[config.mk]
export PLATFORM = sky130hd
export DESIGN_NAME = c2p_root_cell
export DESIGN_NICKNAME = d
export VERILOG_FILES = /design/src/rtl/c2p_pkg.sv /design/src/rtl/c2p_root_cell.sv
export SDC_FILE = /design/constraint.sdc
export NUM_CORES = 1
export LEC_CHECK = 0
export BUFFER_PORTS_ARGS = -buffer_cell sky130_fd_sc_hd__clkbuf_2
export CORE_MARGIN = 4
export CORE_UTILIZATION = 40
export DETAILED_ROUTE_END_ITERATION = 10
export GPL_ROUTABILITY_DRIVEN = 0
export HOLD_SLACK_MARGIN = 0.03
export PLACE_DENSITY = 0.64
export SLEW_MARGIN = 20
export SYNTH_ARGS = -nofsm -noshare
export SYNTH_HDL_FRONTEND = slang
export SYNTH_SLANG_ARGS = --single-unit
[constraint.sdc]
create_clock -name clk -period 4.2 [get_ports clk]
set_input_delay 0.21 -clock clk [delete_from_list [all_inputs] [get_ports clk]]
set_output_delay 0.21 -clock clk [all_outputs]
set_load 0.01 [all_outputs]
[src/rtl/c2p_pkg.sv]
// shared constants, payload types and arc table for the cartesian to polar converter
package c2p_pkg;

    localparam int COORD_WIDTH    = 16;
    localparam int ROTATION_STEPS = 18;
    localparam int ANGLE_WIDTH    = 16;

    localparam int ARC_ENTRIES = 32;
    localparam int NUM_ROT     = (ROTATION_STEPS < ARC_ENTRIES) ? ROTATION_STEPS : ARC_ENTRIES;
    localparam int NUM_CELLS   = (NUM_ROT > COORD_WIDTH) ? NUM_ROT : COORD_WIDTH;
    localparam int STEP_W      = $clog2(ARC_ENTRIES);

    // rotation datapath: magnitude shifted up so the word always spans 61 bits
    localparam int FRAC_BITS = 61 - COORD_WIDTH;
    localparam int DATA_W    = 64;
    localparam int ZW        = 34;

    // square root datapath
    localparam int REM_W = COORD_WIDTH + 3;
    localparam int RAD_W = 2 * COORD_WIDTH;

    // angle scale inside the chain: pi = 2^31
    localparam logic signed [ZW-1:0] QUARTER_TURN = 34'sh0_4000_0000;
    localparam logic signed [ZW-1:0] HALF_TURN    = 34'sh0_8000_0000;
    localparam int                   ANGLE_LSB    = 32 - ANGLE_WIDTH;
    localparam logic signed [ZW-1:0] ROUND_HALF   = 34'sh0_0000_8000;

    // atan(2^-i) with pi = 2^31
    localparam logic [31:0] ARC_TABLE [ARC_ENTRIES] = '{
        32'd536870912, 32'd316933406, 32'd167458907, 32'd85004756,
        32'd42667331,  32'd21354465,  32'd10679838,  32'd5340245,
        32'd2670163,   32'd1335087,   32'd667544,    32'd333772,
        32'd166886,    32'd83443,     32'd41722,     32'd20861,
        32'd10430,     32'd5215,      32'd2608,      32'd1304,
        32'd652,       32'd326,       32'd163,       32'd81,
        32'd41,        32'd20,        32'd10,        32'd5,
        32'd3,         32'd1,         32'd1,         32'd0
    };

    typedef struct packed {
        logic signed [COORD_WIDTH-1:0] x_coord;
        logic signed [COORD_WIDTH-1:0] y_coord;
    } point_t;

    typedef struct packed {
        logic        [COORD_WIDTH-1:0] magnitude;
        logic signed [ANGLE_WIDTH-1:0] angle;
    } polar_t;

    // quadrant and axis flags that ride alongside the chain
    typedef struct packed {
        logic x_neg;
        logic y_neg;
        logic ax_zero;
        logic ay_zero;
    } side_t;

    typedef struct packed {
        logic signed [DATA_W-1:0] cx;
        logic signed [DATA_W-1:0] cy;
        logic signed [ZW-1:0]     z;
    } rot_t;

    typedef struct packed {
        logic [REM_W-1:0]       rem;
        logic [COORD_WIDTH-1:0] root;
        logic [RAD_W-1:0]       rad;
    } root_t;

endpackage

[src/rtl/c2p_root_cell.sv]
// one digit stage of the restoring integer square root chain
module c2p_root_cell (
    input  logic                       clk,
    input  logic                       load,
    input  logic [c2p_pkg::STEP_W-1:0] step,
    input  c2p_pkg::root_t             root_in,
    output c2p_pkg::root_t             root_out
);

    localparam int W     = c2p_pkg::COORD_WIDTH;
    localparam int REM_W = c2p_pkg::REM_W;
    localparam int RAD_W = c2p_pkg::RAD_W;

    c2p_pkg::root_t   root_reg;
    c2p_pkg::root_t   root_next;
    logic [REM_W-1:0] rem_sh;
    logic [REM_W-1:0] trial;

    always_comb
    begin
        // bring down the next two radicand bits
        rem_sh = {root_in.rem[REM_W-3:0], root_in.rad[RAD_W-1 -: 2]};
        trial  = {1'b0, root_in.root, 2'b01};
        if (int'(step) >= W)
        begin
            root_next = root_in;
        end
        else if (rem_sh >= trial)
        begin
            root_next.rem  = rem_sh - trial;
            root_next.root = {root_in.root[W-2:0], 1'b1};
            root_next.rad  = {root_in.rad[RAD_W-3:0], 2'b00};
        end
        else
        begin
            root_next.rem  = rem_sh;
            root_next.root = {root_in.root[W-2:0], 1'b0};
            root_next.rad  = {root_in.rad[RAD_W-3:0], 2'b00};
        end
    end

    always_ff @(posedge clk)
    begin
        if (load)
        begin
            root_reg <= root_next;
        end
    end

    assign root_out = root_reg;

endmodule

==> results.toml, run 1 <==
[drt]
firstDrtPassIters = 5
vias = 3413
wl_per_cell_um = 16.95
via_per_inst = 5.291
ant_nets = 0
remaining_drc_errors = 0
wl_mm = 10.93
drt_first_iter_violations = 236

[final_layout]
fin_cells = 645
drive_above_1_share_pct = 38.67
final_area_um2 = 5122
largest_reg_flops = 67
n_antenna_cell = 0
fin_nets = 599
area_delta_synth_final_pct = 23.57

[yosys]
synth_top_family_by_area = "compound AO/OA/AOI/OAI gates"
synth_simple_gate_area_share_pct = 10.81
synth.area.mux_share_pct = 8.150
syn_inst = 380
syn_area_per_cell_um2 = 10.91
synth_async_sr_flop_share_pct = 0
synth_xor_area_share_pct = 2.535
synthAdderAreaFrac_pct = 5.433
synth-seq-cells = 67
yosysWarnings = 0
synth.distinct_cells = 56
synth_edf_count = 67
syn_area_um2 = 4145
yosys_most_used_dff = "edfxtp_1"
synth_compound_area_share_pct = 19.38
syn-num-nets = 472
ys_seq_area_share_pct = 48.54

[timing]
clock.fmax_mhz = 405.7
finalCritPeriodShare_pct = 58.69
fin_crit_ns = 2.465
max_slew.worst_pin.slew_ns = 0.8478
drv_slew = 0
slew_headroom_pct = 43.48
tns_ns = 0
setup_viol = 0
hold_viol_final = 0
rsz0062_at_grt = "no"

[global_routing]
grt_pass1_vias = 3392
grt_overflow = 0
grt_max_degree = 62
grt_use_total_pct = 17.89
grt_pass1_wl_mm = 16.59
antenna_found_initial = 0

[die]
initial_core_util_pct = 41.64
dieArea_um2 = 12060
die-height_um = 109.8
core.rowCount = 36
core_area_um2 = 9955
io_pins = 141
fp.dieW_um = 109.8

[setup_path]
required_ns = 4.35
cp_max_fo = 17
crit_type = "in -> reg"
cp-end-kind = "flop"
cp.arrival_ns = 2.61
critPathMaxStageDelay_ns = 0.71
cp_slowest_cell = "and2_1"
crit_path_start_kind = "input pin"
cp_cell_sequence = "clkbuf_2 -> inv_1 -> ha_1 -> a21oi_1 -> o21ai_1 -> o21bai_1 -> and2_1 -> nand2_1 -> a311oi_1"

[status]
status = "finished clean"

[cts]
h-tree-depth = 3
cts_num_sinks = 67
cts_hold_buf = 0
ctsRootBufferMaster = "clkbuf_8"
cts_resized = 0
clk_pin_slew_worst_paths_ns = 0.08
numCtsBuffers = 9
clockBufferDepth = 2
tritoncts = "yes"
cts_setup_buffers = 0

[placed_design]
place_area_um2 = 4906
place_hpwl_mm = 8.354
place_inst = 629
portBuffers = 136

[run]
drv_cap = 0

[power_and_ir_drop]
p_per_area_nw_per_um2 = 362.2
ir_drop_v = 0.0001424
cellLeakagePower_uw = 0.002149
power.total_uw = 1856

[min_path]
min_path_type = "in -> reg"
[where the power goes]
part | internal, µW | total (µW) | switching, µW
logic | 183 | 436 | 253
registers | 817 | 835 | 18.3
clock network | 332 | 584 | 252
total | 1330 | 1860 | 523
[critical path, delay by kind of cell]
family,cells,cell delay [ns]
buffers and inverters,2,0.14
and+or+nand+nor,2,0.87
AOI/OAI and AO/OA,4,1.00
adders and majority gates,1,0.41
[cell usage in the layout (no fill, tap or decap), types with 3 or more instances in the layout]
master	instances
o21a_1	3
o211ai_1	7
xor2_1	3
o31ai_1	11
or3_1	4
nor2_1	13
a32oi_1	4
nand2_1	34
nor3_1	5
nand4_1	5
a41oi_2	5
a21oi_1	20
a21boi_0	3
clkinv_1	3
clkbuf_8	9
a31oi_1	8
o21ai_0	24
ha_1	18
edfxtp_1	67
or2_2	3
xnor2_1	9
inv_1	27
clkbuf_2	134
buf_4	3
nand3_1	7
mux2_2	30
and2_1	10
o21ai_1	5
[synth_stat cells, types with 2 or more instances]
library cell	n	area share [%]
a41oi_2	5	2.0
o21bai_1	2	0.36
mux2_2	30	8.1
a311oi_1	2	0.42
nand3_1	7	0.85
o31ai_1	11	2.0
buf_2	5	0.60
a21oi_1	20	2.4
clkbuf_1	14	1.3
nor4_1	2	0.30
inv_1	27	2.4
buf_6	2	0.54
xor2_1	3	0.63
o21ai_0	24	2.9
o21a_1	3	0.54
nor3_1	5	0.60
xnor2_1	9	1.9
o31a_1	2	0.42
nor2_1	13	1.2
a21boi_0	3	0.54
nand4_1	5	0.75
a32oi_1	4	0.85
nand2_1	34	3.1
a31oi_1	8	1.2
or3_1	4	0.60
o211ai_1	7	1.3
ha_1	18	5.4
and2_1	10	1.5
or2_2	3	0.45
o21a_2	2	0.42
o21ai_1	5	0.60
edfxtp_1	67	49
[per-layer routing]
layer	routed length (µm)	track usage [%]	share of wire, %	vias up
met2	5358	30.63	49	122
met4	152	6.322	1.4	0
li1	-	-	-	1699
met5	0	0	0	-
met1	4742	22.11	43	1580
met3	676	3.993	6.2	12
[path summary, 6_finish.rpt]
kind,from,endpoint,slack [ns],depth (start not counted)
max,root_in[44],root_out[49],1.73,9
min,root_in[44],root_out[44],0.15,3
[area by class of cell]
cell class / count / area, µm²
clock buffers: 9 / 123.9
fillers: 940 / 4832
inverters: 28 / 105.1
flip-flops and latches: 67 / 2012
clock inverters: 7 / 92.59
well taps: 133 / 166.4
multi-input cells: 262 / 1919
repair buffers: 139 / 703.2
[kinds of logic after synthesis]
group / after synthesis
AOI/OAI and AO/OA: 113
and+or+nand+nor: 89
DFF: 67
buffers and inverters: 51
muxes: 30
adders and majority gates: 18
xor gates and xnor gates: 12
[stage by stage]
stage	hold WS, ns	setup slack [ns]	utilization [%]
after detailed placement	0.5073	1.336	49.28
final	0.1537	1.735	51.46
after CTS	0.1395	1.706	51.46
after global routing	0.1535	1.481	51.46
after global placement	0.5035	1.321	49.28
after floorplan	0.3225	1.778	-
No activity file was read; power rests on OpenSTA's default activity.
==> run 2, diff against run 1 <==
==> constraint.sdc (replaced) <==
create_clock -name clk -period 2.3 [get_ports clk]
set_input_delay 0.115 -clock clk [delete_from_list [all_inputs] [get_ports clk]]
set_output_delay 0.115 -clock clk [all_outputs]
set_load 0.01 [all_outputs]
==> run 2 against run 1 <==
Critical path type unchanged. Largest power group unchanged. Critical endpoint is now root_out[57]. Clock power grew 42%. Global-route usage is 0.51 points higher. Worst setup slack got worse by 1.5 ns.
==> results.toml, run 2 (synthesis results as in run 1) <==
[status]
status = "finished clean"

[setup_path]
cp_max_fo = 5
cp.arrival_ns = 2.15
critPathMaxStageDelay_ns = 0.41
crit_buf_inv = 4
cp_top_family = "simple AND/OR/NAND/NOR gates"
cp-end-kind = "flop"
cp_slowest_cell = "or3_1"
crit_top_cell = "buf_4"
crit_cells = 11
critical_path.endpoint = "root_out[57]"
crit_type = "in -> reg"
cp_cell_sequence = "clkbuf_2 -> inv_1 -> ha_1 -> or3_1 -> o221ai_2 -> o211a_4 -> buf_4 -> nor4_4 -> nor2_1 -> buf_4 -> o31ai_1"
required_ns = 2.37
crit_path_start_kind = "input pin"
startpoint = "root_in[34]"

[timing]
clock.fmax_mhz = 482.0
finalCritPeriodShare_pct = 90.21
max_slew.worst_pin.slew_ns = 0.5238
worst_slack_ns = 0.2252
hold_viol_final = 0
setup_viol = 0
drv_slew = 0
fin_crit_ns = 2.075
slew_headroom_pct = 64.18
rsz0062_at_grt = "no"

[power_and_ir_drop]
cellLeakagePower_uw = 0.002382
ir_drop_v = 0.0002500
power.total_uw = 3267
p_per_area_nw_per_um2 = 591.9

[cts]
cts_setup_buffers = 0
tritoncts = "yes"
cts_num_sinks = 67
clockBufferDepth = 2
cts_hold_buf = 0
clk_pin_slew_worst_paths_ns = 0.08
ctsRootBufferMaster = "clkbuf_8"
numCtsBuffers = 9
h-tree-depth = 3
cts_resized = 0

[final_layout]
fin_nets = 650
multi_input_area_um2 = 1944
area_delta_synth_final_pct = 33.17
register_area_um2 = 2012
drive_above_1_share_pct = 44.76
largest_reg_flops = 67
final_cell_mix = "134 x clkbuf_2, 67 x edfxtp_1, 51 x buf_4"
final_core_util_pct = 55.46
fillers = 900
final_common_cell = "clkbuf_2"
n_antenna_cell = 0

[drt]
remaining_drc_errors = 0
drt_first_iter_violations = 206
ant_nets = 0
wl_per_cell_um = 16.20
wl_mm = 11.27
via_per_inst = 5.230
firstDrtPassIters = 5
vias = 3640

[placed_design]
place_hpwl_mm = 8.940
portBuffers = 136
pre_cts_slack_ns = -0.1009

[min_path]
min_path_type = "in -> reg"

[global_routing]
grt_pass1_wl_mm = 17.31
antenna_found_initial = 0
grt_max_degree = 68
grt_use_total_pct = 18.40
grt_overflow = 0
grt_pass1_vias = 3569

[die]
fp.dieW_um = 109.8
core.rowCount = 36
io_pins = 141
initial_core_util_pct = 41.64
die-height_um = 109.8
core_area_um2 = 9955
dieArea_um2 = 12060

[run]
drv_cap = 0
## run 2: cell types whose count changed in the layout (fill, tap and decap cells not counted), moves of 2 or more
| cell | before | now |
|---|---|---|
| ha_4 | 0 | 2 |
| buf_4 | 3 | 51 |
| buf_12 | 0 | 3 |
| bufinv_16 | 2 | 0 |
| ha_1 | 18 | 16 |
| clkinvlp_4 | 1 | 3 |
| clkinv_2 | 0 | 2 |
## run 2: worst min path at each step
stage,startpoint,to,cells past startpoint
after floorplan,load,root_out[0],0
after global placement,root_in[36],root_out[36],3
after detailed placement,root_in[37],root_out[37],3
after CTS,root_in[47],root_out[47],3
after global routing,root_in[46],root_out[46],3
final,root_in[45],root_out[45],3
## run 2: through the flow
| step | setup TNS (ns) | hold WS, ns | cells | cell area (µm²) |
|---|---|---|---|---|
| floorplan | 0 | 0.2275 | 380 | 4182 |
| global placement | -0.4432 | 0.4105 | 680 | 5351 |
| detailed placement | -0.6677 | 0.4153 | 680 | 5351 |
| CTS | 0 | 0.05080 | 696 | 5520 |
| global route | 0 | 0.05627 | 696 | 5520 |
| finish | 0 | 0.07434 | 696 | 5520 |
## run 2: cell type report
type	count	area share [%]
Multi-Input combinational cell	262	35.22
Timing Repair Buffer	190	20.35
Clock inverter	7	0.8160
Inverter	28	1.904
Tap cell	133	3.015
Clock buffer	9	2.244
Sequential cell	67	36.45
## run 2: power breakdown
part | switching, µW | total, µW | internal (µW)
Sequential | 31.7 | 1520 | 1490
Combinational | 492 | 917 | 426
Clock | 442 | 827 | 384
Total | 966 | 3270 | 2300
## run 2: tightest hold or removal path: stages
cell and delay (ns):
clkbuf_2 0.09, nand2_1 0.04, o21ai_0 0.06
## run 2: per-layer routing
metal | GRT usage, % | part of all wire (%) | vias up
met5 | 0 | 0 | -
met4 | 5.343 | 1.6 | 0
met3 | 3.876 | 7.1 | 20
met2 | 32.37 | 51 | 127
met1 | 22.59 | 41 | 1693
li1 | - | - | 1800
==> run 3, diff against run 2 <==
--- a/config.mk
+++ b/config.mk
@@ -5,13 +5,13 @@
 export SDC_FILE = /design/constraint.sdc
 export NUM_CORES = 1
 export LEC_CHECK = 0
-export BUFFER_PORTS_ARGS = -buffer_cell sky130_fd_sc_hd__clkbuf_2
 export CORE_MARGIN = 4
 export CORE_UTILIZATION = 40
 export DETAILED_ROUTE_END_ITERATION = 10
+export DONT_BUFFER_PORTS = 1
 export GPL_ROUTABILITY_DRIVEN = 0
 export HOLD_SLACK_MARGIN = 0.03
-export PLACE_DENSITY = 0.64
+export PLACE_DENSITY = 0.52
 export SLEW_MARGIN = 20
 export SYNTH_ARGS = -nofsm -noshare
 export SYNTH_HDL_FRONTEND = slang
==> run 3 against run 2 <==
The flow now stops in clock tree synthesis. Synthesized area stayed put. Synthesized cell count stayed put.
==> results.toml, run 3 <==
[status]
status = "aborted with a tool error"
lastStage = "clock tree synthesis"
error = "[ERROR RSZ-0060] Max buffer count reached."

[yosys]
ys_top_cells_by_area = "edfxtp_1 49%, mux2_2 8.1%, ha_1 5.4%, nand2_1 3.1%, o21ai_0 2.9%"
syn-num-nets = 472
syn_inst = 380
synth-seq-cells = 67
synthAdderAreaFrac_pct = 5.433
synth.distinct_cells = 56
synth.most_common_cell = "edfxtp_1"
yosysTopAreaCell = "edfxtp_1"
yosys_most_used_dff = "edfxtp_1"
synth_compound_area_share_pct = 19.38
ys_seq_area_share_pct = 48.54
synth.area.mux_share_pct = 8.150
synth_commonest_cells = "67 x edfxtp_1, 34 x nand2_1, 30 x mux2_2, 27 x inv_1, 24 x o21ai_0"
synth_async_sr_flop_share_pct = 0
yosysWarnings = 0
yosysTopAreaCellShare_pct = 48.54
synth_top_family_by_area = "compound AO/OA/AOI/OAI gates"
synth_xor_area_share_pct = 2.535
synth_edf_count = 67
synth_simple_gate_area_share_pct = 10.81
syn_area_um2 = 4145
syn_area_per_cell_um2 = 10.91

[die]
core.rowCount = 36
io_pins = 141
fp.dieW_um = 109.8
initial_core_util_pct = 41.64
die-height_um = 109.8

[placed_design]
portBuffers = 0
place_hpwl_mm = 8.324
place_area_um2 = 4476
pre_cts_slack_ns = 0.008262

[cts]
numCtsBuffers = 9
clockBufferDepth = 2
cts_num_sinks = 67
cts_resized = 0
cts_hold_buf = 109
h-tree-depth = 3
ctsRootBufferMaster = "clkbuf_8"
cts_setup_buffers = 0
[run 3: kinds of logic after synthesis]
| logic type | count (synthesis) |
|---|---|
| AOI/OAI and AO/OA | 113 |
| DFF | 67 |
| buffers and inverters | 51 |
| xor gates and xnor gates | 12 |
| muxes | 30 |
| and+or+nand+nor | 89 |
| adders and majority gates | 18 |
[run 3: per-stage QoR]
step | instances | hold slack, ns
detailed placement | 523 | 0.2312
global placement | 523 | 0.2320
floorplan | 380 | 0.2275
==> run 4, diff against run 3 <==
--- a/config.mk
+++ b/config.mk
@@ -6,12 +6,11 @@
 export NUM_CORES = 1
 export LEC_CHECK = 0
 export CORE_MARGIN = 4
-export CORE_UTILIZATION = 40
+export CORE_UTILIZATION = 25
 export DETAILED_ROUTE_END_ITERATION = 10
 export DONT_BUFFER_PORTS = 1
 export GPL_ROUTABILITY_DRIVEN = 0
-export HOLD_SLACK_MARGIN = 0.03
-export PLACE_DENSITY = 0.52
+export PLACE_DENSITY_LB_ADDON = 0.15
 export SLEW_MARGIN = 20
 export SYNTH_ARGS = -nofsm -noshare
 export SYNTH_HDL_FRONTEND = slang
==> run 4 against run 3 <==
The flow now finishes without violations.
==> results.toml, run 4 (synthesis results as in run 1) <==
[power_and_ir_drop]
p_seq_share_pct = 40.6
p_sw_uw = 1001
p_per_area_nw_per_um2 = 669.2
p_int_uw = 2985
clockPowerShare_pct = 40.1
ir_drop_v = 0.0003243
swShare_pct = 25.12
combPwrFrac_pct = 19.3
cellLeakagePower_uw = 0.002175

[drt]
remaining_drc_errors = 0
vias = 3477
firstDrtPassIters = 4
wl_per_cell_um = 18.51
wirelength_met1_mm = 5.717
top_layer_used = "met4"
drt_first_iter_violations = 162
dr_wl_met3_um = 755
via_per_inst = 4.870
ant_nets = 0
wl_mm = 13.22
met2_length_mm = 6.513

[timing]
hold_viol_final = 0
max_slew.worst_pin.slew_ns = 0.7080
finalCritPeriodShare_pct = 95.81
fin_crit_ns = 2.204
slew_headroom_pct = 52.51
drv_slew = 0
setup_viol = 0
worst_slack_ns = 0.09629
clock.fmax_mhz = 453.8

[min_path]
min_path_type = "in -> reg"

[setup_path]
cp_max_fo = 3
required_ns = 2.51
cp.arrival_ns = 2.41
crit_path_start_kind = "input pin"
crit_type = "in -> reg"
cp-end-kind = "flop"

[final_layout]
final_area_um2 = 5957
area_delta_synth_final_pct = 43.71
final_common_cell = "dlygate4sd3_1"
final_cell_mix = "84 x dlygate4sd3_1, 67 x edfxtp_1, 38 x buf_4"
fin_nets = 584
largest_reg_flops = 67
drive_above_1_share_pct = 22.74

[die]
fp.dieW_um = 136.8
initial_core_util_pct = 25.81
io_pins = 141
dieArea_um2 = 18700
core.rowCount = 46
core_area_um2 = 16060
die-height_um = 136.8

[global_routing]
grt_pass1_wl_mm = 19.71
grt_pass1_vias = 3553
grt_use_total_pct = 13.87
grt_overflow = 0
antenna_found_initial = 1
grt_max_degree = 93

[placed_design]
pre_cts_slack_ns = -0.05102
portBuffers = 0
place_hpwl_mm = 9.276
place_area_um2 = 4629

[cts]
clockBufferDepth = 2
h-tree-depth = 3
ctsRootBufferMaster = "clkbuf_16"
clk_pin_slew_worst_paths_ns = 0.06
tritoncts = "yes"
numCtsBuffers = 9
cts_num_sinks = 67

[status]
status = "finished clean"

[run]
drv_cap = 0
-- run 4: layer usage --
layer,vias to the layer above,track usage [%]
li1,1672,-
met1,1674,16.64
met2,117,24.23
met3,14,3.382
met4,0,4.647
met5,-,0
-- run 4: layout make-up --
cell class              instances  area (µm²)
diodes                          1       2.502
clock buffers                   9       225.2
clock inverters                 7       125.1
fillers                      1589       10100
inverters                      28       105.1
multi-input cells             262        2043
flip-flops and latches         67        2012
well taps                     216       270.3
repair buffers                124        1174
-- run 4: metrics by stage --
stage          setup TNS (ns)  power [µW]  std cells  hold slack (ns)  util, %
6_report                    0        3987        714         0.003945    37.10
5_1_grt             -0.004717        4178        714        0.0008070    37.10
4_1_cts                     0        4018        712        0.0004372    36.42
3_5_place_dp         -0.07838        2234        611           0.2340    28.83
3_3_place_gp          -0.2368        2232        611           0.2354    28.83
2_1_floorplan               0        2044        380           0.2275        -
-- run 4: worst max-delay path: stages --
cell,delay (ns)
inv_1,0.04
ha_1,0.30
o21a_2,0.16
o221ai_2,0.12
o211a_4,0.25
buf_4,0.14
nor4_4,0.33
nor2_2,0.11
o41ai_2,0.27
dlygate4sd3_1,0.57
-- run 4: power groups by stage --
stage          combinational (µW)  clock (µW)  sequential [µW]
2_1_floorplan                 426           0             1620
3_3_place_gp                  582           0             1650
3_5_place_dp                  584           0             1650
4_1_cts                       747        1650             1630
5_1_grt                       845        1700             1630
6_report                      770        1600             1620
-- run 4: timing repair --
item                       4_1_cts  5_1_grt
hold buffers                    85        0
setup buffers                    0        1
gates resized for setup          0       11
hold endpoints to repair       119        0
setup endpoints to repair        0        1
-- run 4: worst paths after layout --
| path | from | endpoint | slack, ns | cells after the start |
|---|---|---|---|---|
| setup / recovery | root_in[34] | root_out[66] | 0.1 | 10 |
| hold / removal | root_in[65] | root_out[65] | 0.004 | 2 |
